**config.mk**
```make
export PLATFORM = sky130hd
export DESIGN_NAME = escaped_word_tokenizer_core
export DESIGN_NICKNAME = d
export VERILOG_FILES = /design/src/ewt_pkg.sv /design/src/ewt_ram.sv /design/src/ewt_ctrl.sv /design/src/ewt_dp.sv /design/src/escaped_word_tokenizer_core.sv
export SDC_FILE = /design/constraint.sdc
export NUM_CORES = 1
export LEC_CHECK = 0
export ABC_AREA = 1
export BUFFER_PORTS_ARGS = -buffer_cell sky130_fd_sc_hd__buf_2
export CORE_UTILIZATION = 55
export CTS_CLUSTER_DIAMETER = 60
export DETAILED_ROUTE_END_ITERATION = 12
export PLACE_DENSITY_LB_ADDON = 0.3
export SLEW_MARGIN = 5
export SYNTH_ARGS = -nofsm -noshare
export SYNTH_HDL_FRONTEND = slang
export SYNTH_SLANG_ARGS = --single-unit
```
**constraint.sdc**
```tcl
create_clock -name clk_i -period 10.8 [get_ports clk_i]
set_input_delay 3.24 -clock clk_i [delete_from_list [all_inputs] [get_ports clk_i]]
set_output_delay 3.24 -clock clk_i [all_outputs]
set_load 0.03 [all_outputs]
```
**src/ewt_pkg.sv**
```systemverilog
// ewt_pkg: shared types and constants of the escaped word tokenizer
// used by ewt_ctrl, ewt_dp and escaped_word_tokenizer_core; no dependencies
`default_nettype none

package ewt_pkg;

  // character codes
  localparam logic [7:0] CHAR_BSLASH = 8'd92;
  localparam logic [7:0] CHAR_N      = 8'd110;
  localparam logic [7:0] CHAR_T      = 8'd116;
  localparam logic [7:0] CHAR_LF     = 8'd10;
  localparam logic [7:0] CHAR_TAB    = 8'd9;
  localparam logic [7:0] CHAR_CR     = 8'd13;
  localparam logic [7:0] CHAR_SPACE  = 8'd32;

  // result kinds
  localparam logic [1:0] KIND_CHAR = 2'd0;
  localparam logic [1:0] KIND_WEND = 2'd1;
  localparam logic [1:0] KIND_EOS  = 2'd2;

  // configuration register indexes
  localparam int unsigned CfgIdxW = 3;
  localparam int unsigned CfgDataW = 64;
  localparam logic [CfgIdxW-1:0] REG_SEP_MAP_0    = 3'd0;
  localparam logic [CfgIdxW-1:0] REG_SEP_MAP_1    = 3'd1;
  localparam logic [CfgIdxW-1:0] REG_SEP_MAP_2    = 3'd2;
  localparam logic [CfgIdxW-1:0] REG_SEP_MAP_3    = 3'd3;
  localparam logic [CfgIdxW-1:0] REG_COMMENT_CODE = 3'd4;
  localparam logic [CfgIdxW-1:0] REG_WORD_LIMIT   = 3'd5;

  localparam int unsigned WordLenW = 12;
  localparam logic [WordLenW-1:0] WORD_LIMIT_RST = 12'd255;

  // what an accepted item asks of the output side
  typedef enum logic [2:0] {
    ACT_NONE,
    ACT_EOS,
    ACT_WEND_EOS,
    ACT_WEND,
    ACT_CHAR,
    ACT_FLUSH
  } act_e;

  // source of the next result loaded into the output register
  typedef enum logic [2:0] {
    EMIT_NONE,
    EMIT_WEND,
    EMIT_EOS,
    EMIT_CHAR,
    EMIT_HELD,
    EMIT_SPACE
  } emit_e;

  typedef struct packed {
    logic  accept;
    emit_e emit;
    logic  emit_last;
    logic  rd_en;
    logic  idx_clr;
    logic  idx_inc;
    logic  flush_done;
  } dp_cmd_t;

  typedef struct packed {
    act_e act;
    logic out_free;
    logic flush_more;
  } dp_status_t;

endpackage

`default_nettype wire

```
**src/ewt_ram.sv**
```systemverilog
// ewt_ram: generic single write port, single read port ram with registered read
// no dependencies
`default_nettype none

module ewt_ram #(
  parameter int unsigned WIDTH = 8,
  parameter int unsigned DEPTH = 32
) (
  input  wire logic                                      clk_i,
  input  wire logic                                      we_i,
  input  wire logic [((DEPTH > 1) ? $clog2(DEPTH) : 1)-1:0] waddr_i,
  input  wire logic [WIDTH-1:0]                          wdata_i,
  input  wire logic                                      re_i,
  input  wire logic [((DEPTH > 1) ? $clog2(DEPTH) : 1)-1:0] raddr_i,
  output logic      [WIDTH-1:0]                          rdata_o
);

  logic [WIDTH-1:0] mem_q [DEPTH];
  logic [WIDTH-1:0] rdata_q;

  always_ff @(posedge clk_i) begin
    if (we_i) begin
      mem_q[waddr_i] <= wdata_i;
    end
    if (re_i) begin
      rdata_q <= mem_q[raddr_i];
    end
  end

  assign rdata_o = rdata_q;

endmodule

`default_nettype wire

```
**src/ewt_ctrl.sv**
```systemverilog
// ewt_ctrl: sequencer of the tokenizer; takes items and orders the results
// depends on ewt_pkg
`default_nettype none

module ewt_ctrl (
  input  wire logic                clk_i,
  input  wire logic                rst_ni,
  input  wire logic                s_valid_i,
  output logic                     s_ready_o,
  input  wire ewt_pkg::dp_status_t status_i,
  output ewt_pkg::dp_cmd_t         cmd_o
);
  import ewt_pkg::*;

  typedef enum logic [1:0] {
    S_IDLE,
    S_FLUSH,
    S_HELD,
    S_EOS
  } state_e;

  state_e state_q, state_d;

  always_comb begin
    state_d         = state_q;
    s_ready_o       = 1'b0;
    cmd_o           = '0;
    cmd_o.emit      = EMIT_NONE;
    unique case (state_q)
      S_IDLE: begin
        s_ready_o    = status_i.out_free;
        cmd_o.accept = s_valid_i && status_i.out_free;
        if (cmd_o.accept) begin
          unique case (status_i.act)
            ACT_NONE: begin
            end
            ACT_EOS: begin
              cmd_o.emit      = EMIT_EOS;
              cmd_o.emit_last = 1'b1;
            end
            ACT_WEND_EOS: begin
              cmd_o.emit = EMIT_WEND;
              state_d    = S_EOS;
            end
            ACT_WEND: begin
              cmd_o.emit      = EMIT_WEND;
              cmd_o.emit_last = 1'b1;
            end
            ACT_CHAR: begin
              cmd_o.emit      = EMIT_CHAR;
              cmd_o.emit_last = 1'b1;
            end
            ACT_FLUSH: begin
              cmd_o.rd_en   = 1'b1;
              cmd_o.idx_clr = 1'b1;
              state_d       = S_FLUSH;
            end
            default: begin
            end
          endcase
        end
      end
      S_FLUSH: begin
        if (status_i.out_free) begin
          cmd_o.emit = EMIT_SPACE;
          if (status_i.flush_more) begin
            cmd_o.idx_inc = 1'b1;
            cmd_o.rd_en   = 1'b1;
          end else begin
            state_d = S_HELD;
          end
        end
      end
      S_HELD: begin
        if (status_i.out_free) begin
          cmd_o.emit       = EMIT_HELD;
          cmd_o.emit_last  = 1'b1;
          cmd_o.flush_done = 1'b1;
          state_d          = S_IDLE;
        end
      end
      S_EOS: begin
        if (status_i.out_free) begin
          cmd_o.emit      = EMIT_EOS;
          cmd_o.emit_last = 1'b1;
          state_d         = S_IDLE;
        end
      end
      default: begin
        state_d = S_IDLE;
      end
    endcase
  end

  always_ff @(posedge clk_i or negedge rst_ni) begin
    if (!rst_ni) begin
      state_q <= S_IDLE;
    end else begin
      state_q <= state_d;
    end
  end

endmodule

`default_nettype wire

```
**src/ewt_dp.sv**
```systemverilog
// ewt_dp: tokenizer datapath; config registers, word state, held whitespace
// store and the output register; depends on ewt_pkg and ewt_ram
`default_nettype none

module ewt_dp #(
  parameter int unsigned SPACE_DEPTH = 32
) (
  input  wire logic                          clk_i,
  input  wire logic                          rst_ni,
  input  wire logic                          cfg_we_i,
  input  wire logic [ewt_pkg::CfgIdxW-1:0]   cfg_index_i,
  input  wire logic [ewt_pkg::CfgDataW-1:0]  cfg_data_i,
  input  wire logic [7:0]                    in_char_i,
  input  wire logic                          string_end_i,
  input  wire ewt_pkg::dp_cmd_t              cmd_i,
  output ewt_pkg::dp_status_t                status_o,
  output logic                               out_valid_o,
  input  wire logic                          out_ready_i,
  output logic [1:0]                         out_kind_o,
  output logic [7:0]                         out_char_o,
  output logic                               out_empty_o,
  output logic                               out_ovf_o,
  output logic                               out_last_o
);
  import ewt_pkg::*;

  localparam int unsigned AW = (SPACE_DEPTH > 1) ? $clog2(SPACE_DEPTH) : 1;
  localparam int unsigned CW = $clog2(SPACE_DEPTH + 1);
  localparam logic [CW-1:0] CountMax = CW'(SPACE_DEPTH);

  // configuration
  logic [255:0]          sep_map_q;
  logic [7:0]            comment_q;
  logic [WordLenW-1:0]   limit_q;

  // word state
  logic                  esc_q, esc_d;
  logic                  cmt_q, cmt_d;
  logic [WordLenW-1:0]   wlen_q, wlen_d;
  logic [CW-1:0]         cnt_q, cnt_d;
  logic                  ovf_q, ovf_d;
  logic                  text_q, text_d;
  logic [7:0]            held_q;
  logic [AW-1:0]         idx_q, idx_d;

  // output register
  logic                  ov_q;
  logic [1:0]            okind_q;
  logic [7:0]            ochar_q;
  logic                  oempty_q, oovf_q, olast_q;

  // decode of the incoming item
  logic [7:0] c_eff;
  logic       is_sep, is_cmt, is_bs, at_limit, is_white, wr_en;
  logic [7:0] rdata;
  act_e       act;

  always_ff @(posedge clk_i or negedge rst_ni) begin
    if (!rst_ni) begin
      sep_map_q <= '0;
      comment_q <= '0;
      limit_q   <= WORD_LIMIT_RST;
    end else if (cfg_we_i) begin
      unique case (cfg_index_i)
        REG_SEP_MAP_0:    sep_map_q[63:0]    <= cfg_data_i;
        REG_SEP_MAP_1:    sep_map_q[127:64]  <= cfg_data_i;
        REG_SEP_MAP_2:    sep_map_q[191:128] <= cfg_data_i;
        REG_SEP_MAP_3:    sep_map_q[255:192] <= cfg_data_i;
        REG_COMMENT_CODE: comment_q          <= cfg_data_i[7:0];
        REG_WORD_LIMIT:   limit_q            <= cfg_data_i[WordLenW-1:0];
        default: begin
        end
      endcase
    end
  end

  always_comb begin
    c_eff = in_char_i;
    if (esc_q && in_char_i == CHAR_N) begin
      c_eff = CHAR_LF;
    end else if (esc_q && in_char_i == CHAR_T) begin
      c_eff = CHAR_TAB;
    end
  end

  assign is_sep   = !esc_q && sep_map_q[in_char_i];
  assign is_cmt   = !esc_q && (comment_q != 8'd0) && (in_char_i == comment_q);
  assign is_bs    = !esc_q && (in_char_i == CHAR_BSLASH);
  assign at_limit = wlen_q >= limit_q;
  assign is_white = (c_eff == CHAR_SPACE) || ((c_eff >= CHAR_TAB) && (c_eff <= CHAR_CR));

  always_comb begin
    priority if (string_end_i) begin
      act = (!cmt_q && wlen_q != '0) ? ACT_WEND_EOS : ACT_EOS;
    end else if (cmt_q) begin
      act = ACT_NONE;
    end else if (is_sep) begin
      act = ACT_WEND;
    end else if (is_cmt) begin
      act = (wlen_q != '0) ? ACT_WEND : ACT_NONE;
    end else if (is_bs) begin
      act = ACT_NONE;
    end else if (at_limit) begin
      act = ACT_WEND;
    end else if (is_white) begin
      act = ACT_NONE;
    end else begin
      act = (cnt_q != '0) ? ACT_FLUSH : ACT_CHAR;
    end
  end

  // state update for an accepted item, and the held count cleared at the end of a flush
  always_comb begin
    esc_d  = esc_q;
    cmt_d  = cmt_q;
    wlen_d = wlen_q;
    cnt_d  = cnt_q;
    ovf_d  = ovf_q;
    text_d = text_q;
    wr_en  = 1'b0;
    if (cmd_i.flush_done) begin
      cnt_d = '0;
    end
    if (cmd_i.accept) begin
      priority if (string_end_i || (!cmt_q && (is_sep || is_cmt || (!is_bs && at_limit)))) begin
        esc_d  = 1'b0;
        wlen_d = '0;
        cnt_d  = '0;
        ovf_d  = 1'b0;
        text_d = 1'b0;
        cmt_d  = !string_end_i && is_cmt && !is_sep;
      end else if (cmt_q) begin
      end else if (is_bs) begin
        esc_d = 1'b1;
      end else begin
        esc_d  = 1'b0;
        wlen_d = wlen_q + 1'b1;
        if (is_white) begin
          if (cnt_q < CountMax) begin
            wr_en = 1'b1;
            cnt_d = cnt_q + 1'b1;
          end else begin
            ovf_d = 1'b1;
          end
        end else begin
          text_d = 1'b1;
        end
      end
    end
  end

  always_comb begin
    idx_d = idx_q;
    if (cmd_i.idx_clr) begin
      idx_d = '0;
    end else if (cmd_i.idx_inc) begin
      idx_d = idx_q + 1'b1;
    end
  end

  always_ff @(posedge clk_i or negedge rst_ni) begin
    if (!rst_ni) begin
      esc_q  <= 1'b0;
      cmt_q  <= 1'b0;
      wlen_q <= '0;
      cnt_q  <= '0;
      ovf_q  <= 1'b0;
      text_q <= 1'b0;
      idx_q  <= '0;
    end else begin
      esc_q  <= esc_d;
      cmt_q  <= cmt_d;
      wlen_q <= wlen_d;
      cnt_q  <= cnt_d;
      ovf_q  <= ovf_d;
      text_q <= text_d;
      idx_q  <= idx_d;
    end
  end

  // character waiting behind the held whitespace
  always_ff @(posedge clk_i) begin
    if (cmd_i.accept) begin
      held_q <= c_eff;
    end
  end

  ewt_ram #(
    .WIDTH (8),
    .DEPTH (SPACE_DEPTH)
  ) u_space_ram (
    .clk_i   (clk_i),
    .we_i    (wr_en),
    .waddr_i (cnt_q[AW-1:0]),
    .wdata_i (c_eff),
    .re_i    (cmd_i.rd_en),
    .raddr_i (idx_d),
    .rdata_o (rdata)
  );

  // output register
  always_ff @(posedge clk_i or negedge rst_ni) begin
    if (!rst_ni) begin
      ov_q <= 1'b0;
    end else if (cmd_i.emit != EMIT_NONE) begin
      ov_q <= 1'b1;
    end else if (out_ready_i) begin
      ov_q <= 1'b0;
    end
  end

  always_ff @(posedge clk_i) begin
    if (cmd_i.emit != EMIT_NONE) begin
      olast_q  <= cmd_i.emit_last;
      okind_q  <= KIND_CHAR;
      ochar_q  <= 8'd0;
      oempty_q <= 1'b0;
      oovf_q   <= 1'b0;
      unique case (cmd_i.emit)
        EMIT_WEND: begin
          okind_q  <= KIND_WEND;
          oempty_q <= !text_q;
          oovf_q   <= ovf_q;
        end
        EMIT_EOS:   okind_q <= KIND_EOS;
        EMIT_CHAR:  ochar_q <= c_eff;
        EMIT_HELD:  ochar_q <= held_q;
        EMIT_SPACE: ochar_q <= rdata;
        default: begin
        end
      endcase
    end
  end

  assign status_o.act        = act;
  assign status_o.out_free   = !ov_q || out_ready_i;
  assign status_o.flush_more = (CW'(idx_q) + 1'b1) < cnt_q;

  assign out_valid_o = ov_q;
  assign out_kind_o  = okind_q;
  assign out_char_o  = ochar_q;
  assign out_empty_o = oempty_q;
  assign out_ovf_o   = oovf_q;
  assign out_last_o  = olast_q;

endmodule

`default_nettype wire

```
**src/escaped_word_tokenizer_core.sv**
```systemverilog
// a result sits in the output register in the cycle after the item that caused it;
//   an item that releases held whitespace reads the ram first, and its first result
//   comes from S_FLUSH once the output register is free
// throughput: one item per cycle while an item gives at most one result; items that give
//   more (held whitespace, one ram read per space, then the waiting character; a string
//   end closing a word) block the input until done; a stalled receiver stalls the input
// reset: control state and configuration return to defaults at once; the whitespace
//   store keeps no reset and needs no clearing pass
`default_nettype none

module escaped_word_tokenizer_core #(
  parameter int unsigned SPACE_DEPTH = 32  // held whitespace entries, 1 to 63
) (
  input  wire logic                          clk_i,
  input  wire logic                          rst_ni,
  // configuration write channel
  input  wire logic                          cfg_valid_i,
  output logic                               cfg_ready_o,
  input  wire logic [ewt_pkg::CfgIdxW-1:0]   cfg_index_i,
  input  wire logic [ewt_pkg::CfgDataW-1:0]  cfg_data_i,
  // character items in
  input  wire logic                          s_axis_tvalid,
  output logic                               s_axis_tready,
  input  wire logic [7:0]                    s_axis_tdata,   // [7:0] in_char
  input  wire logic                          s_axis_tlast,   // string_end
  // result items out
  output logic                               m_axis_tvalid,
  input  wire logic                          m_axis_tready,
  output logic [15:0]                        m_axis_tdata,   // [7:0] out_char,
                                                             // [8] word_empty,
                                                             // [9] space_overflow
  output logic [1:0]                         m_axis_tuser,   // [1:0] kind
  output logic                               m_axis_tlast    // run_last
);
  import ewt_pkg::*;

  dp_cmd_t    cmd;
  dp_status_t status;
  logic [7:0] out_char;
  logic       out_empty, out_ovf;

  // always taken; the user writes the configuration only while idle, the block does not check
  assign cfg_ready_o = 1'b1;

  // sequencer: accepts items, then walks held whitespace out before the waiting character
  ewt_ctrl u_ctrl (
    .clk_i     (clk_i),
    .rst_ni    (rst_ni),
    .s_valid_i (s_axis_tvalid),
    .s_ready_o (s_axis_tready),
    .status_i  (status),
    .cmd_o     (cmd)
  );

  // datapath: decode of each character, word state, whitespace ram, output register
  ewt_dp #(
    .SPACE_DEPTH (SPACE_DEPTH)
  ) u_dp (
    .clk_i        (clk_i),
    .rst_ni       (rst_ni),
    .cfg_we_i     (cfg_valid_i),
    .cfg_index_i  (cfg_index_i),
    .cfg_data_i   (cfg_data_i),
    .in_char_i    (s_axis_tdata),
    .string_end_i (s_axis_tlast),
    .cmd_i        (cmd),
    .status_o     (status),
    .out_valid_o  (m_axis_tvalid),
    .out_ready_i  (m_axis_tready),
    .out_kind_o   (m_axis_tuser),
    .out_char_o   (out_char),
    .out_empty_o  (out_empty),
    .out_ovf_o    (out_ovf),
    .out_last_o   (m_axis_tlast)
  );

  // pack result fields, lowest field first, zero filled to two bytes
  assign m_axis_tdata = {6'd0, out_ovf, out_empty, out_char};

endmodule

`default_nettype wire

```
Word level (Yosys, flattened, before mapping)
Memory sizes are Yosys's and may differ from the RTL's. A register that Yosys moved wholly into a read port is not among the register bits.
Index checks and enable logic that the tools add are counted.
{"block": "totals", "reg_bits": 327, "ramBits": 256, "word_cells": 186, "n_memories": 1}
{"block": "classes", "add_sub_neg": 4, "n_lt_le_gt_ge": 6, "eq_ne": 32, "muxes": 74, "reduce_logical": 48}
{"memory": "u_dp.u_space_ram.mem_q", "depth": 32, "word_bits": 8, "rd": 1, "rd_clocked_by_memory_dff": 1, "write_ports": 1, "line": "ewt_ram.sv:18", "rtl": "logic [WIDTH-1:0] mem_q [DEPTH];"}
{"operator": "2-to-1 mux 6 bit", "n": 7}
{"operator": "2-to-1 mux 12 bit", "n": 3}
{"operator": "2-to-1 mux 1 bit", "n": 33}
{"operator": "2-to-1 mux 3 bit", "n": 9}
{"operator": "equality test 8 x 7 -> 1 bit (second input constant)", "n": 3}
{"operator": "one-hot mux 8 bit (3 select lines)", "n": 1}
{"operator": "equality test 3 x 2 -> 1 bit (second input constant)", "n": 6}
{"operator": "equality test 3 bit (second input constant)", "n": 6}
{"operator": "2-to-1 mux 8 bit", "n": 2}
{"operator": "AND reduction 2 bit", "n": 8}
{"operator": "2-to-1 mux 5 bit", "n": 3}
{"operator": "2-to-1 mux 2 bit", "n": 7}
{"operator": "logical AND 1 bit", "n": 13}
{"operator": "adder 12 x 1 -> 12 bit (second input constant)", "n": 1}
{"operator": ">= comparator 12 bit", "n": 1}
{"operator": "one-hot mux 2 bit (3 select lines)", "n": 2}
{"operator": "one-hot mux 3 bit (4 select lines)", "n": 1}
{"operator": "nonzero test 12 bit", "n": 1}
{"operator": "AND reduction 5 bit", "n": 2}
{"operator": "equality test 3 x 1 -> 1 bit (second input constant)", "n": 3}
{"operator": "less-than comparator 8 x 9 -> 1 bit (second input constant)", "n": 1}
{"operator": "binary-select mux 1 bit (select 8 bit)", "n": 1}
{"operator": "equality test 8 x 6 -> 1 bit (second input constant)", "n": 1}
{"operator": "equality test 8 bit", "n": 1}
{"operator": "28 further kinds", "n": 48}

Longest topological paths before layout
Gate-level depths: netlist of the first run.
{"block": "logic_depth", "ltp_word": 21, "ltp_mapped": 30}

Cells and area by module
Synthesis of the first run repeated with hierarchy kept, for this count alone.
{"block": "hier_totals", "hier_cells": 3137, "area_unflattened_um2": 27516.4}
{"mod": "ewt_dp", "instances": 1, "cells_each": 2158, "area_per_inst_um2": 16304.4, "seq_area_each_um2": 8247.9}
{"mod": "ewt_ram", "instances": 1, "cells_each": 922, "area_per_inst_um2": 10866.7, "seq_area_each_um2": 7927.6}
{"mod": "ewt_ctrl", "instances": 1, "cells_each": 46, "area_per_inst_um2": 270.3, "seq_area_each_um2": 50.0}
{"mod": "escaped_word_tokenizer_core", "instances": 1, "cells_each": 11, "area_per_inst_um2": 75.1, "seq_area_each_um2": 0.0}

Worst setup path after synthesis of the first run
OpenSTA, ideal clock, no wires.
{"block": "synth_path", "kind": "input to output", "from": "input m_axis_tready", "to": "output s_axis_tready", "t_arrival_ns": 3.734, "t_required_ns": 7.560, "slack_ns": 3.826, "cell_stages": 2, "path_cell_list": "nor2_1 nor2_1"}
{"block": "synth_between", "elab_chain_len": 2}
{"item": "start, declared", "line": "escaped_word_tokenizer_core.sv:28", "rtl": "input wire logic m_axis_tready,"}
{"item": "logical OR 1 bit", "line": "ewt_dp.sv:236", "rtl": "assign status_o.out_free = !ov_q || out_ready_i;"}
{"item": "2-to-1 mux 1 bit", "line": "ewt_ctrl.sv:29", "rtl": "unique case (state_q)"}
{"item": "end, declared", "line": "escaped_word_tokenizer_core.sv:23", "rtl": "output logic s_axis_tready,"}
Every way passes these cells.

Worst setup path after layout of the first run
{"block": "layout_path", "from": "input s_axis_tdata[1]", "to": "register u_dp.u_space_ram.rdata_q[2] (netlist: u_dp.u_space_ram.rdata_o[2]), read port of u_dp.u_space_ram.mem_q (data pin)"}
{"block": "layout_between", "elab_chain_len": 19, "word_cells_on_any_way": 31}
{"item": "start, declared", "line": "escaped_word_tokenizer_core.sv:24", "rtl": "input wire logic [7:0] s_axis_tdata,"}
{"item": "equality test 8 x 7 -> 1 bit", "line": "ewt_dp.sv:81", "rtl": "end else if (esc_q && in_char_i == CHAR_T) begin"}
{"item": "logical AND 1 bit", "line": "ewt_dp.sv:81"}
{"item": "2-to-1 mux 8 bit", "line": "ewt_dp.sv:81"}
{"item": "2-to-1 mux 8 bit", "line": "ewt_dp.sv:79", "rtl": "if (esc_q && in_char_i == CHAR_N) begin"}
{"item": ">= comparator 8 x 4 -> 1 bit / less-or-equal comparator 8 x 4 -> 1 bit (equally long branches)", "line": "ewt_dp.sv:90", "rtl": "assign is_white = (c_eff == CHAR_SPACE) || ((c_eff >= CHAR_TAB) && (c_eff <= CHAR_CR));"}
{"item": "logical AND 1 bit", "line": "ewt_dp.sv:90"}
{"item": "logical OR 1 bit", "line": "ewt_dp.sv:90"}
{"item": "2-to-1 mux 3 bit", "line": "ewt_dp.sv:105", "rtl": "end else if (is_white) begin"}
{"item": "[... 3 more ...]"}
{"item": "2-to-1 mux 3 bit (*)", "line": "ewt_dp.sv:97", "rtl": "end else if (is_sep) begin"}
{"item": "2-to-1 mux 3 bit (*)", "line": "ewt_dp.sv:95", "rtl": "end else if (cmt_q) begin"}
{"item": "2-to-1 mux 3 bit (*)", "line": "ewt_dp.sv:93", "rtl": "priority if (string_end_i) begin"}
{"item": "equality test 3 bit (*)", "line": "ewt_ctrl.sv:34", "rtl": "unique case (status_i.act)"}
{"item": "2-to-1 mux 2 bit (*)", "line": "ewt_ctrl.sv:34"}
{"item": "2-to-1 mux 5 bit (*)", "line": "ewt_ctrl.sv:33", "rtl": "if (cmd_o.accept) begin"}
{"item": "2-to-1 mux 1 bit", "line": "ewt_ctrl.sv:29"}
{"item": "2-to-1 mux 5 bit", "line": "ewt_dp.sv:154", "rtl": "if (cmd_i.idx_clr) begin"}
{"item": "end, declared", "line": "ewt_ram.sv:19", "rtl": "logic [WIDTH-1:0] rdata_q;"}
Mark *: on every way between the ends. The rest lies on a longest branch, timed or not. The select of a mux whose other input is x is not followed.
A chain may end at the register's enable or synchronous reset.

==> results of run 1 <==
[flip-flops by register name, indices dropped and copies added, names as in the netlist]
| name | count |
|---|---|
| u_dp.u_space_ram.rdata_o | 8 |
| u_dp.out_empty_o | 1 |
| u_dp.ovf_q | 1 |
| u_ctrl.state_q | 2 |
| u_dp.idx_q | 5 |
| u_dp.out_valid_o | 1 |
| u_dp.out_ovf_o | 1 |
| u_dp.limit_q | 12 |
| u_dp.out_char_o | 8 |
| u_dp.u_space_ram.mem_q | 256 |
| u_dp.wlen_q | 12 |
| u_dp.esc_q | 1 |
| u_dp.sep_map_q | 256 |
| u_dp.cnt_q | 6 |
| u_dp.out_kind_o | 2 |
| u_dp.held_q | 8 |
| u_dp.out_last_o | 1 |
| u_dp.comment_q | 8 |
| u_dp.cmt_q | 1 |
| u_dp.text_q | 1 |
[per-stage QoR]
| step | instance area, sq um | setup slack (ns) | hold slack, ns | std cells |
|---|---|---|---|---|
| finish | 30400 | 2.42 | 0.479 | 3818 |
| global route | 30400 | 1.96 | 0.497 | 3818 |
| CTS | 30400 | 2.53 | 0.483 | 3818 |
| detailed placement | 28500 | 1.96 | 0.468 | 3710 |
| global placement | 28500 | 2.08 | 0.459 | 3710 |
| floorplan | 27800 | 3.83 | 0.448 | 3108 |
[final timing paths]
path | startpoint | endpoint | depth (start not counted)
max in group asynchronous | rst_ni | u_dp.cnt_q[4]$_DFF_PN0_ | 2
setup reg to reg | u_dp.idx_q[0]$_DFF_PN0_ | u_dp.u_space_ram.rdata_o[0]$_DFFE_PP_ | 20
hold / removal | u_dp.sep_map_q[165]$_DFFE_PN0P_ | u_dp.sep_map_q[165]$_DFFE_PN0P_ | 2
min in group asynchronous | rst_ni | u_dp.sep_map_q[16]$_DFFE_PN0P_ | 1
setup / recovery | s_axis_tdata[1] | u_dp.u_space_ram.rdata_o[2]$_DFFE_PP_ | 26
hold reg to reg | u_dp.sep_map_q[165]$_DFFE_PN0P_ | u_dp.sep_map_q[165]$_DFFE_PN0P_ | 2
[synthesized netlist by cell type, drive strengths merged]
master / instances
inv: 340
clkinv: 2
nand3b: 24
mux2i: 1
o2111ai: 60
nand2: 752
o211ai: 18
xnor2: 2
or2: 56
o22ai: 2
dfstp: 8
mux2: 1
o221ai: 1
dfrtp: 298
edfxtp: 285
xor2: 7
a21oi: 29
a31oi: 2
o31ai: 4
ha: 24
and3b: 1
buf: 77
and2: 1
nand4: 15
nor3b: 1
a21boi: 1
o21a: 1
nor2: 251
and3: 1
nor3: 13
a22oi: 2
clkbuf: 110
nor4: 9
conb: 2
o21ai: 379
nand3: 323
[critical path, stage by stage]
cell and delay, ns:
sky130_fd_sc_hd__buf_4 0.55, sky130_fd_sc_hd__inv_2 0.55, sky130_fd_sc_hd__buf_4 0.35, sky130_fd_sc_hd__nor2_1 0.17
sky130_fd_sc_hd__nand2_1 0.08, sky130_fd_sc_hd__nand3_1 0.08, sky130_fd_sc_hd__nand3_1 0.09, sky130_fd_sc_hd__a21oi_1 0.18
sky130_fd_sc_hd__nor2_1 0.07, sky130_fd_sc_hd__nand2_1 0.06, sky130_fd_sc_hd__nand2_1 0.05, sky130_fd_sc_hd__nand2_1 0.05
sky130_fd_sc_hd__nand3_1 0.31, sky130_fd_sc_hd__nand2_1 0.16, sky130_fd_sc_hd__nand2_1 0.08, sky130_fd_sc_hd__nand2_2 0.13
sky130_fd_sc_hd__nand3_4 0.60, sky130_fd_sc_hd__nand2_2 0.94, sky130_fd_sc_hd__buf_12 0.30, sky130_fd_sc_hd__nor2_1 0.06
sky130_fd_sc_hd__nand2_1 0.06, sky130_fd_sc_hd__nand3_1 0.08, sky130_fd_sc_hd__nand3_1 0.10, sky130_fd_sc_hd__nand2_1 0.09
sky130_fd_sc_hd__nand2_1 0.10, sky130_fd_sc_hd__nand2_1 0.05
[placed cells by master, fill, tap and decap left out, types with 7 or more instances in the layout]
| master | count |
|---|---|
| sky130_fd_sc_hd__buf_4 | 31 |
| sky130_fd_sc_hd__nor4_1 | 9 |
| sky130_fd_sc_hd__a21oi_1 | 29 |
| sky130_fd_sc_hd__buf_2 | 92 |
| sky130_fd_sc_hd__inv_1 | 333 |
| sky130_fd_sc_hd__o21ai_0 | 379 |
| sky130_fd_sc_hd__dfstp_2 | 8 |
| sky130_fd_sc_hd__xor2_1 | 7 |
| sky130_fd_sc_hd__ha_1 | 24 |
| sky130_fd_sc_hd__or2_2 | 56 |
| sky130_fd_sc_hd__o2111ai_1 | 60 |
| sky130_fd_sc_hd__clkbuf_1 | 9 |
| sky130_fd_sc_hd__nand3_1 | 319 |
| sky130_fd_sc_hd__clkinv_2 | 17 |
| sky130_fd_sc_hd__nand4_1 | 15 |
| sky130_fd_sc_hd__clkbuf_16 | 59 |
| sky130_fd_sc_hd__nand2_2 | 7 |
| sky130_fd_sc_hd__nor2_1 | 248 |
| sky130_fd_sc_hd__clkinv_1 | 10 |
| sky130_fd_sc_hd__nor3_1 | 12 |
| sky130_fd_sc_hd__nand2_1 | 743 |
| sky130_fd_sc_hd__o211ai_1 | 18 |
| sky130_fd_sc_hd__edfxtp_1 | 285 |
| sky130_fd_sc_hd__conb_1 | 7 |
| sky130_fd_sc_hd__dfrtp_1 | 298 |
| sky130_fd_sc_hd__nand3b_1 | 24 |
[cells by family (layout without fill, tap and decap cells)]
| group | after synthesis | count (layout) | synth area share, % |
|---|---|---|---|
| buffers and inverters | 529 | 575 | 7.61 |
| DFF | 591 | 591 | 58.5 |
| xor gates and xnor gates | 9 | 9 | 0.284 |
| adders and majority gates | 24 | 24 | 1.08 |
| AOI/OAI and AO/OA | 499 | 499 | 10.1 |
| other | 2 | 7 | 0.0271 |
| muxes | 2 | 2 | 0.0767 |
| and+or+nand+nor | 1447 | 1447 | 22.3 |
[power by group through the flow]
stage,Sequential [uW],Clock (uW),Combinational (uW)
floorplan,2860,0,1190
global placement,2860,0,1660
detailed placement,2870,0,1700
CTS,2830,2060,1710
global route,2860,2140,1910
finish,2840,2030,1710
[area by class of cell]
cell class | instances | area share [%]
Multi-Input combinational cell | 1988 | 31.1
Clock buffer | 71 | 5.10
Sequential cell | 591 | 53.3
Tap cell | 664 | 2.73
Timing Repair Buffer | 125 | 2.39
Inverter | 342 | 4.22
Clock inverter | 37 | 1.15
[routing by layer]
metal  up-vias  part of all wire (%)
li1      10254                     -
met1     10490                    42
met2       778                    49
met3       186                   5.5
met4         0                   3.9
met5         -                     0
==> tab_implementation.tex, run 1 <==
\begin{tabular}{lr}
\hline
Metric & Value \\
\hline
\multicolumn{2}{l}{\textbf{Clock tree}} \\
\quad Buffers from clock root to sink, at most & 3 \\
\quad Clock root buffer master & sky130\_fd\_sc\_hd\_\_clkbuf\_16 \\
\quad Postcts setup bufs & 0 \\
\quad Clk Latency, worst-skew pair & a little over 0.6 ns \\
\quad Count of cells resized by post-cts repair & 0 \\
\quad Depth of the CTS H-tree & 2 \\
\quad CTS tree & done \\
\quad Hold-fix buffers at CTS & 0 \\
\quad Number of buffers added by the clock tree synthesis step & between 50 and 60 \\
\quad TritonCTS Sinks & around 590 \\
\quad Reg clk slew, reported paths & roughly 0.06 ns \\
\multicolumn{2}{l}{\textbf{Floorplanning}} \\
\quad Die outline width & roughly 230 microns \\
\quad Effective utilization at floorplan & a little under three fifths \\
\quad I/O Pins & approximately 100 \\
\quad Die Footprint & roughly 0.051 sq mm \\
\quad Die Y & 227 microns \\
\quad Core Box Area & 0.0494 sq mm \\
\quad Count of standard-cell rows & 81 \\
\multicolumn{2}{l}{\textbf{GRT}} \\
\quad Vias in the first global route & 21240 \\
\quad Total grt overflow & 0 \\
\quad GRT met2 Usage & 46.9\% \\
\quad Routing usage on met3 & about 3.6\% \\
\quad Global-route wire length before repair & approximately 110000 microns \\
\quad Maximum number of pins on one net before global-route repair & 103 \\
\quad M1 GR Usage & 36.7\% \\
\quad Total track usage & 28.0\% \\
\quad Busiest grt layer & met2 \\
\quad Antenna violations before repair & 0 \\
\multicolumn{2}{l}{\textbf{Worst setup path}} \\
\quad Worst Path Required & $\sim$11 ns \\
\quad Peak fanout along the critical path & 69 \\
\quad Crit path launch type & primary input \\
\quad Setup slack, reg-to-reg & $\sim$5.2 ns \\
\quad Crit path DAT & $\sim$9 ns \\
\quad Kind of end point of the critical path & register \\
\quad Type of the setup path with the least slack & in -> reg \\
\multicolumn{2}{l}{\textbf{Routing}} \\
\quad DRT Wirelength & 70400 microns \\
\quad Average detailed-routed wire length per instance & between 15 and 20 microns \\
\quad Antenna-violating nets left & 0 \\
\quad Post-detailed-route DRC marker count & 0 \\
\quad Number of detailed-routing iterations run before antenna repair & 6 \\
\quad Number of vias per cell & approximately 5.7 \\
\quad Via count & between 20000 and 25000 \\
\quad Number of violations reported at the end of detailed-routing iteration 0 & $\sim$1900 \\
\multicolumn{2}{l}{\textbf{Timing}} \\
\quad Post-route minimum period & 8.38 ns \\
\quad Share of the cycle needed by the critical path after routing & between 70 and 80\% \\
\quad Final clock skew & between 0.02 and 0.025 ns \\
\quad Count of final hold-check violations & 0 \\
\quad Number of failing setup endpoints in the final timing report & 0 \\
\quad Setup repair after global routing missed its margin & false \\
\quad Least-Margin Pin Slew & $\sim$1.1 ns \\
\quad Max Slew Vio Count & 0 \\
\quad Achievable frequency & between 100 and 150 MHz \\
\quad Total negative slack & 0 ns \\
\quad Headroom to the max-slew limit & 23.9\% \\
\multicolumn{2}{l}{\textbf{Layout}} \\
\quad Fill cells & between 4000 and 5000 \\
\quad Number of diodes & 0 \\
\quad Sequential cell area & 0.0162 sq mm \\
\quad Synthesis-to-layout area growth & 9.77\% \\
\quad Area taken by multi-input logic gates & 0.00947 sq mm \\
\quad Share of layout cells above drive strength 1 & under 10\% \\
\quad Number of nets in the finished design & 3212 \\
\quad Utilization after layout & approximately three fifths \\
\multicolumn{2}{l}{\textbf{Pwr}} \\
\quad Portion of total power attributed to the clock network & a little under a third \\
\quad LEAKAGE & about 0.014 uW \\
\quad Int Pwr & between 4000 and 5000 uW \\
\quad Largest vdd supply drop & approximately 0.17 mV \\
\quad Net switching share of the total power & roughly a third \\
\quad Reg power frac & 43.1\% \\
\quad Power dissipated by switching net loads & about 2200 uW \\
\quad Share of power burned in combinational logic & about a quarter \\
\quad Power density relative to cell area & between 200 and 250 mW/mm\^{}2 \\
\quad Total chip power & 6580 uW \\
\multicolumn{2}{l}{\textbf{Synth}} \\
\quad Synthesized area per cell & around 8.9 sq um \\
\quad Largest cells by area after synthesis & sky130\_fd\_sc\_hd\_\_edfxtp\_1, sky130\_fd\_sc\_hd\_\_dfrtp\_1, sky130\_fd\_sc\_hd\_\_nand2\_1 \\
\quad Synth Instances & 3103 \\
\quad Sequential-to-total area share from yosys stat & 58.5\% \\
\quad Number of synthesized register bits & $\sim$600 \\
\quad Warnings from Yosys & 0 \\
\quad Library cell with the largest summed area after synthesis & sky130\_fd\_sc\_hd\_\_edfxtp\_1 \\
\quad Fraction of synthesized cell area taken by the top area cell type & between 30 and 40\% \\
\quad Post-synth cell types & 45 \\
\quad Cell Area, Synth & roughly 0.028 sq mm \\
\multicolumn{2}{l}{\textbf{Run}} \\
\quad Max Cap Viol & 0 \\
\multicolumn{2}{l}{\textbf{Worst hold path}} \\
\quad Class of the tightest hold or removal check & reg -> reg \\
\multicolumn{2}{l}{\textbf{Placed design}} \\
\quad Routability congestion estimate from global placement & between 0.9 and 1 \\
\quad Final HPWL from detailed placement & $\sim$45000 microns \\
\quad Number of buffers inserted by port buffering & 95 \\
\multicolumn{2}{l}{\textbf{Status}} \\
\quad Outcome & finished clean \\
\hline
\end{tabular}
No activity file was read; power rests on OpenSTA's default activity.
==> run 2: changes to the inputs <==
clock period = 7.15 ns   (was 10.8 ns; I/O delays follow)
==> run 2 against run 1 <==
  * Sequential power rose by 51%
  * Cell count rose by 0.60%
  * Clock power rose by 67%
  * Largest cell class unchanged
  * Highest routed layer is now met5
==> tab_implementation.tex, run 2 (synthesis gave the netlist of run 1 again) <==
\begin{tabular}{lr}
\hline
Metric & Value \\
\hline
\multicolumn{2}{l}{\textbf{Floorplanning}} \\
\quad Die outline width & 227 microns (unchanged) \\
\quad Core Box Area & 0.0494 sq mm (unchanged) \\
\quad Count of standard-cell rows & 81 (unchanged) \\
\quad Die Y & 227 microns (unchanged) \\
\quad Effective utilization at floorplan & 56.2\% (unchanged) \\
\quad I/O Pins & 103 (unchanged) \\
\quad Die Footprint & 0.0513 sq mm (unchanged) \\
\multicolumn{2}{l}{\textbf{Layout}} \\
\quad Biggest regs & u\_dp.sep\_map\_q: 256 flops, u\_dp.u\_space\_ram.mem\_q: 256 flops (unchanged) \\
\quad Share of layout cells above drive strength 1 & 10.2\% (was 9.70\%) \\
\quad Fill cells & 4107 (was 4142) \\
\quad Number of diodes & 0 (unchanged) \\
\quad Number of nets in the finished design & 3230 (was 3212) \\
\quad Most used cells in the layout excluding fill and tap cells & sky130\_fd\_sc\_hd\_\_nand2\_1, sky130\_fd\_sc\_hd\_\_o21ai\_0, sky130\_fd\_sc\_hd\_\_inv\_1 (unchanged) \\
\quad Most common library cell in the layout ignoring fill and taps & sky130\_fd\_sc\_hd\_\_nand2\_1 (unchanged) \\
\quad Synthesis-to-layout area growth & 11.4\% (was 9.77\%) \\
\multicolumn{2}{l}{\textbf{GRT}} \\
\quad Total grt overflow & 0 (unchanged) \\
\quad Vias in the first global route & 21349 (was 21240) \\
\quad Maximum number of pins on one net before global-route repair & 142 (was 103) \\
\quad Total track usage & 28.3\% (was 28.0\%) \\
\quad Antenna violations before repair & 1 (was 0) \\
\quad Global-route wire length before repair & 114000 microns (was 113000 microns) \\
\multicolumn{2}{l}{\textbf{Routing}} \\
\quad Via count & 21962 (was 21708) \\
\quad Number of violations reported at the end of detailed-routing iteration 0 & 2295 (was 1935) \\
\quad Antenna-violating nets left & 0 (unchanged) \\
\quad Average detailed-routed wire length per instance & 18.6 microns (was 18.4 microns) \\
\quad DRT Wirelength & 71500 microns (was 70400 microns) \\
\quad Number of detailed-routing iterations run before antenna repair & 7 (was 6) \\
\quad Post-detailed-route DRC marker count & 0 (unchanged) \\
\quad Number of vias per cell & 5.72 (was 5.69) \\
\multicolumn{2}{l}{\textbf{Timing}} \\
\quad Post-route minimum period & 6.10 ns \\
\quad Setup repair after global routing missed its margin & false (unchanged) \\
\quad Final clock skew & 0.0405 ns (was 0.0235 ns) \\
\quad Achievable frequency & approximately 160 MHz \\
\quad Least-Margin Pin Slew & 1.14 ns (about the same) \\
\quad Headroom to the max-slew limit & 23.7\% (was 23.9\%) \\
\quad Worst hold margin & 0.481 ns (was 0.479 ns) \\
\quad Max Slew Vio Count & 0 (unchanged) \\
\quad Total negative slack & 0 ns (unchanged) \\
\quad Share of the cycle needed by the critical path after routing & a little under nine tenths \\
\quad Count of final hold-check violations & 0 (unchanged) \\
\quad Number of failing setup endpoints in the final timing report & 0 (unchanged) \\
\multicolumn{2}{l}{\textbf{Clock tree}} \\
\quad Clock root buffer master & sky130\_fd\_sc\_hd\_\_clkbuf\_16 (unchanged) \\
\quad Reg clk slew, reported paths & 0.06 ns (about the same) \\
\quad Hold-fix buffers at CTS & 0 (unchanged) \\
\quad Count of cells resized by post-cts repair & 0 (unchanged) \\
\quad Number of buffers added by the clock tree synthesis step & 60 (was 59) \\
\quad Depth of the CTS H-tree & 2 (unchanged) \\
\quad TritonCTS Sinks & 591 (unchanged) \\
\quad CTS tree & done (unchanged) \\
\quad Postcts setup bufs & 0 (unchanged) \\
\quad Buffers from clock root to sink, at most & 3 (unchanged) \\
\quad Clk Latency, worst-skew pair & 0.65 ns (was 0.62 ns) \\
\multicolumn{2}{l}{\textbf{Worst setup path}} \\
\quad Highest-delay cell along the critical path & sky130\_fd\_sc\_hd\_\_nand2\_1 (was sky130\_fd\_sc\_hd\_\_nand2\_2) \\
\quad Kind of end point of the critical path & register (unchanged) \\
\quad Kind of cell adding the most delay to the critical path & simple AND/OR/NAND/NOR gates (unchanged) \\
\quad List of cells traversed by the critical path & buf\_4 > buf\_12 > o21ai\_0 > o21ai\_0 > nand2\_1 > nand2\_1 > inv\_1 > nand3\_1 > nand3\_1 > nand2\_1 > nand2\_1 > nand2\_1 > nand3\_1 > nand2\_1 > nand2\_1 > nand2\_2 > nand3\_4 > buf\_12 > nand2\_1 > inv\_2 > nand3\_1 > nand2\_1 > nand2\_1 > nand2\_1 \\
\quad Peak fanout along the critical path & 91 (was 69) \\
\quad Crit path DAT & 6.48 ns (was 8.75 ns) \\
\quad Delay contributed by the slowest stage of the critical path & 0.51 ns (was 0.94 ns) \\
\quad Crit path launch type & primary input (unchanged) \\
\quad Buffers and inverters on the worst path & 5 (was 4) \\
\quad Most numerous cell on the critical path & sky130\_fd\_sc\_hd\_\_nand2\_1 (unchanged) \\
\quad Type of the setup path with the least slack & in -> reg (unchanged) \\
\quad Setup slack, reg-to-reg & 2.83 ns (was 5.20 ns) \\
\quad Worst Path Required & 7.53 ns (was 11.18 ns) \\
\multicolumn{2}{l}{\textbf{Worst hold path}} \\
\quad Class of the tightest hold or removal check & reg -> reg (unchanged) \\
\multicolumn{2}{l}{\textbf{Placed design}} \\
\quad Routability congestion estimate from global placement & 0.883 (was 0.919) \\
\quad Number of buffers inserted by port buffering & 95 (unchanged) \\
\quad Final HPWL from detailed placement & 45200 microns (was 44900 microns) \\
\multicolumn{2}{l}{\textbf{Pwr}} \\
\quad Reg power frac & 41.6\% (was 43.1\%) \\
\quad Share of power burned in combinational logic & 25.4\% (was 26.0\%) \\
\quad LEAKAGE & 0.0139 uW (was 0.0137 uW) \\
\quad Power dissipated by switching net loads & 3420 uW (was 2230 uW) \\
\quad Net switching share of the total power & 33.2\% (was 33.8\%) \\
\quad Portion of total power attributed to the clock network & 33.0\% (was 30.9\%) \\
\quad Largest vdd supply drop & 0.255 mV (was 0.166 mV) \\
\quad Int Pwr & 6890 uW (was 4350 uW) \\
\quad Power density relative to cell area & 334 mW/mm\^{}2 (was 216 mW/mm\^{}2) \\
\multicolumn{2}{l}{\textbf{Run}} \\
\quad Max Cap Viol & 0 (unchanged) \\
\multicolumn{2}{l}{\textbf{Status}} \\
\quad Outcome & finished clean (unchanged) \\
\hline
\end{tabular}
run 2: changes by cell type in the layout (fill, tap and decap cells not counted), moves of 4 or more:
cell                         delta
sky130_fd_sc_hd__buf_12         +6
sky130_fd_sc_hd__buf_4         +11
sky130_fd_sc_hd__bufinv_16      +7
sky130_fd_sc_hd__clkinv_1       +4
sky130_fd_sc_hd__clkinvlp_4     -4
run 2: layout make-up:
class                           count  area [sq um]  share of cell area (%)
Tap cell                          664           831                    2.69
Sequential cell                   591         16200                    52.5
Inverter                          342          1290                    4.16
Clock buffer                       72          1590                    5.14
Timing Repair Buffer              142           931                    3.01
Clock inverter                     42           549                    1.78
Multi-Input combinational cell   1988          9470                    30.7
run 2: power by group through the flow:
stage	Combinational, uW	Sequential [uW]	Clock (uW)
finish	2620	4290	3400
detailed placement	2590	4340	0
global route	2920	4330	3560
global placement	2520	4320	0
CTS	2610	4280	3440
floorplan	1800	4320	0
run 2: through the flow:
| stage | total power (uW) | utilization [%] | std cells | cell area, sq um | setup slack, ns |
|---|---|---|---|---|---|
| finish | 10300 | 62.6 | 3841 | 30900 | 1.05 |
| global route | 10800 | 62.6 | 3841 | 30900 | 0.744 |
| CTS | 10300 | 62.6 | 3841 | 30900 | 1.12 |
| detailed placement | 6930 | 58.2 | 3727 | 28700 | 0.467 |
| global placement | 6840 | 58.2 | 3727 | 28700 | 0.521 |
| floorplan | 6130 | - | 3108 | 27800 | 1.42 |
run 2: final timing paths:
check / to / from / depth (start not counted)
max: u_dp.u_space_ram.rdata_o[4]$_DFFE_PP_ / s_axis_tdata[1] / 24
min: u_dp.sep_map_q[197]$_DFFE_PN0P_ / u_dp.sep_map_q[197]$_DFFE_PN0P_ / 2
max in group asynchronous: u_dp.sep_map_q[240]$_DFFE_PN0P_ / rst_ni / 2
min in group asynchronous: u_dp.sep_map_q[14]$_DFFE_PN0P_ / rst_ni / 1
max reg2reg: u_dp.u_space_ram.rdata_o[4]$_DFFE_PP_ / u_dp.esc_q$_DFFE_PN0P_ / 22
min reg2reg: u_dp.sep_map_q[197]$_DFFE_PN0P_ / u_dp.sep_map_q[197]$_DFFE_PN0P_ / 2
run 2: layer usage:
layer  track usage [%]  vias up  share of wire [%]
li1                  -    10302                  -
met1              36.9    10584                 41
met2              47.5      893                 49
met3              3.63      181                6.2
met4              12.5        2                4.0
met5                 0        -              0.011
run 2: worst register-to-register path, delay by kind of cell (launching register included):
family	cells	cell delay [ns]
compound gates	1	0.06
buf+inv	3	0.80
flops	1	0.48
simple gates	18	2.74
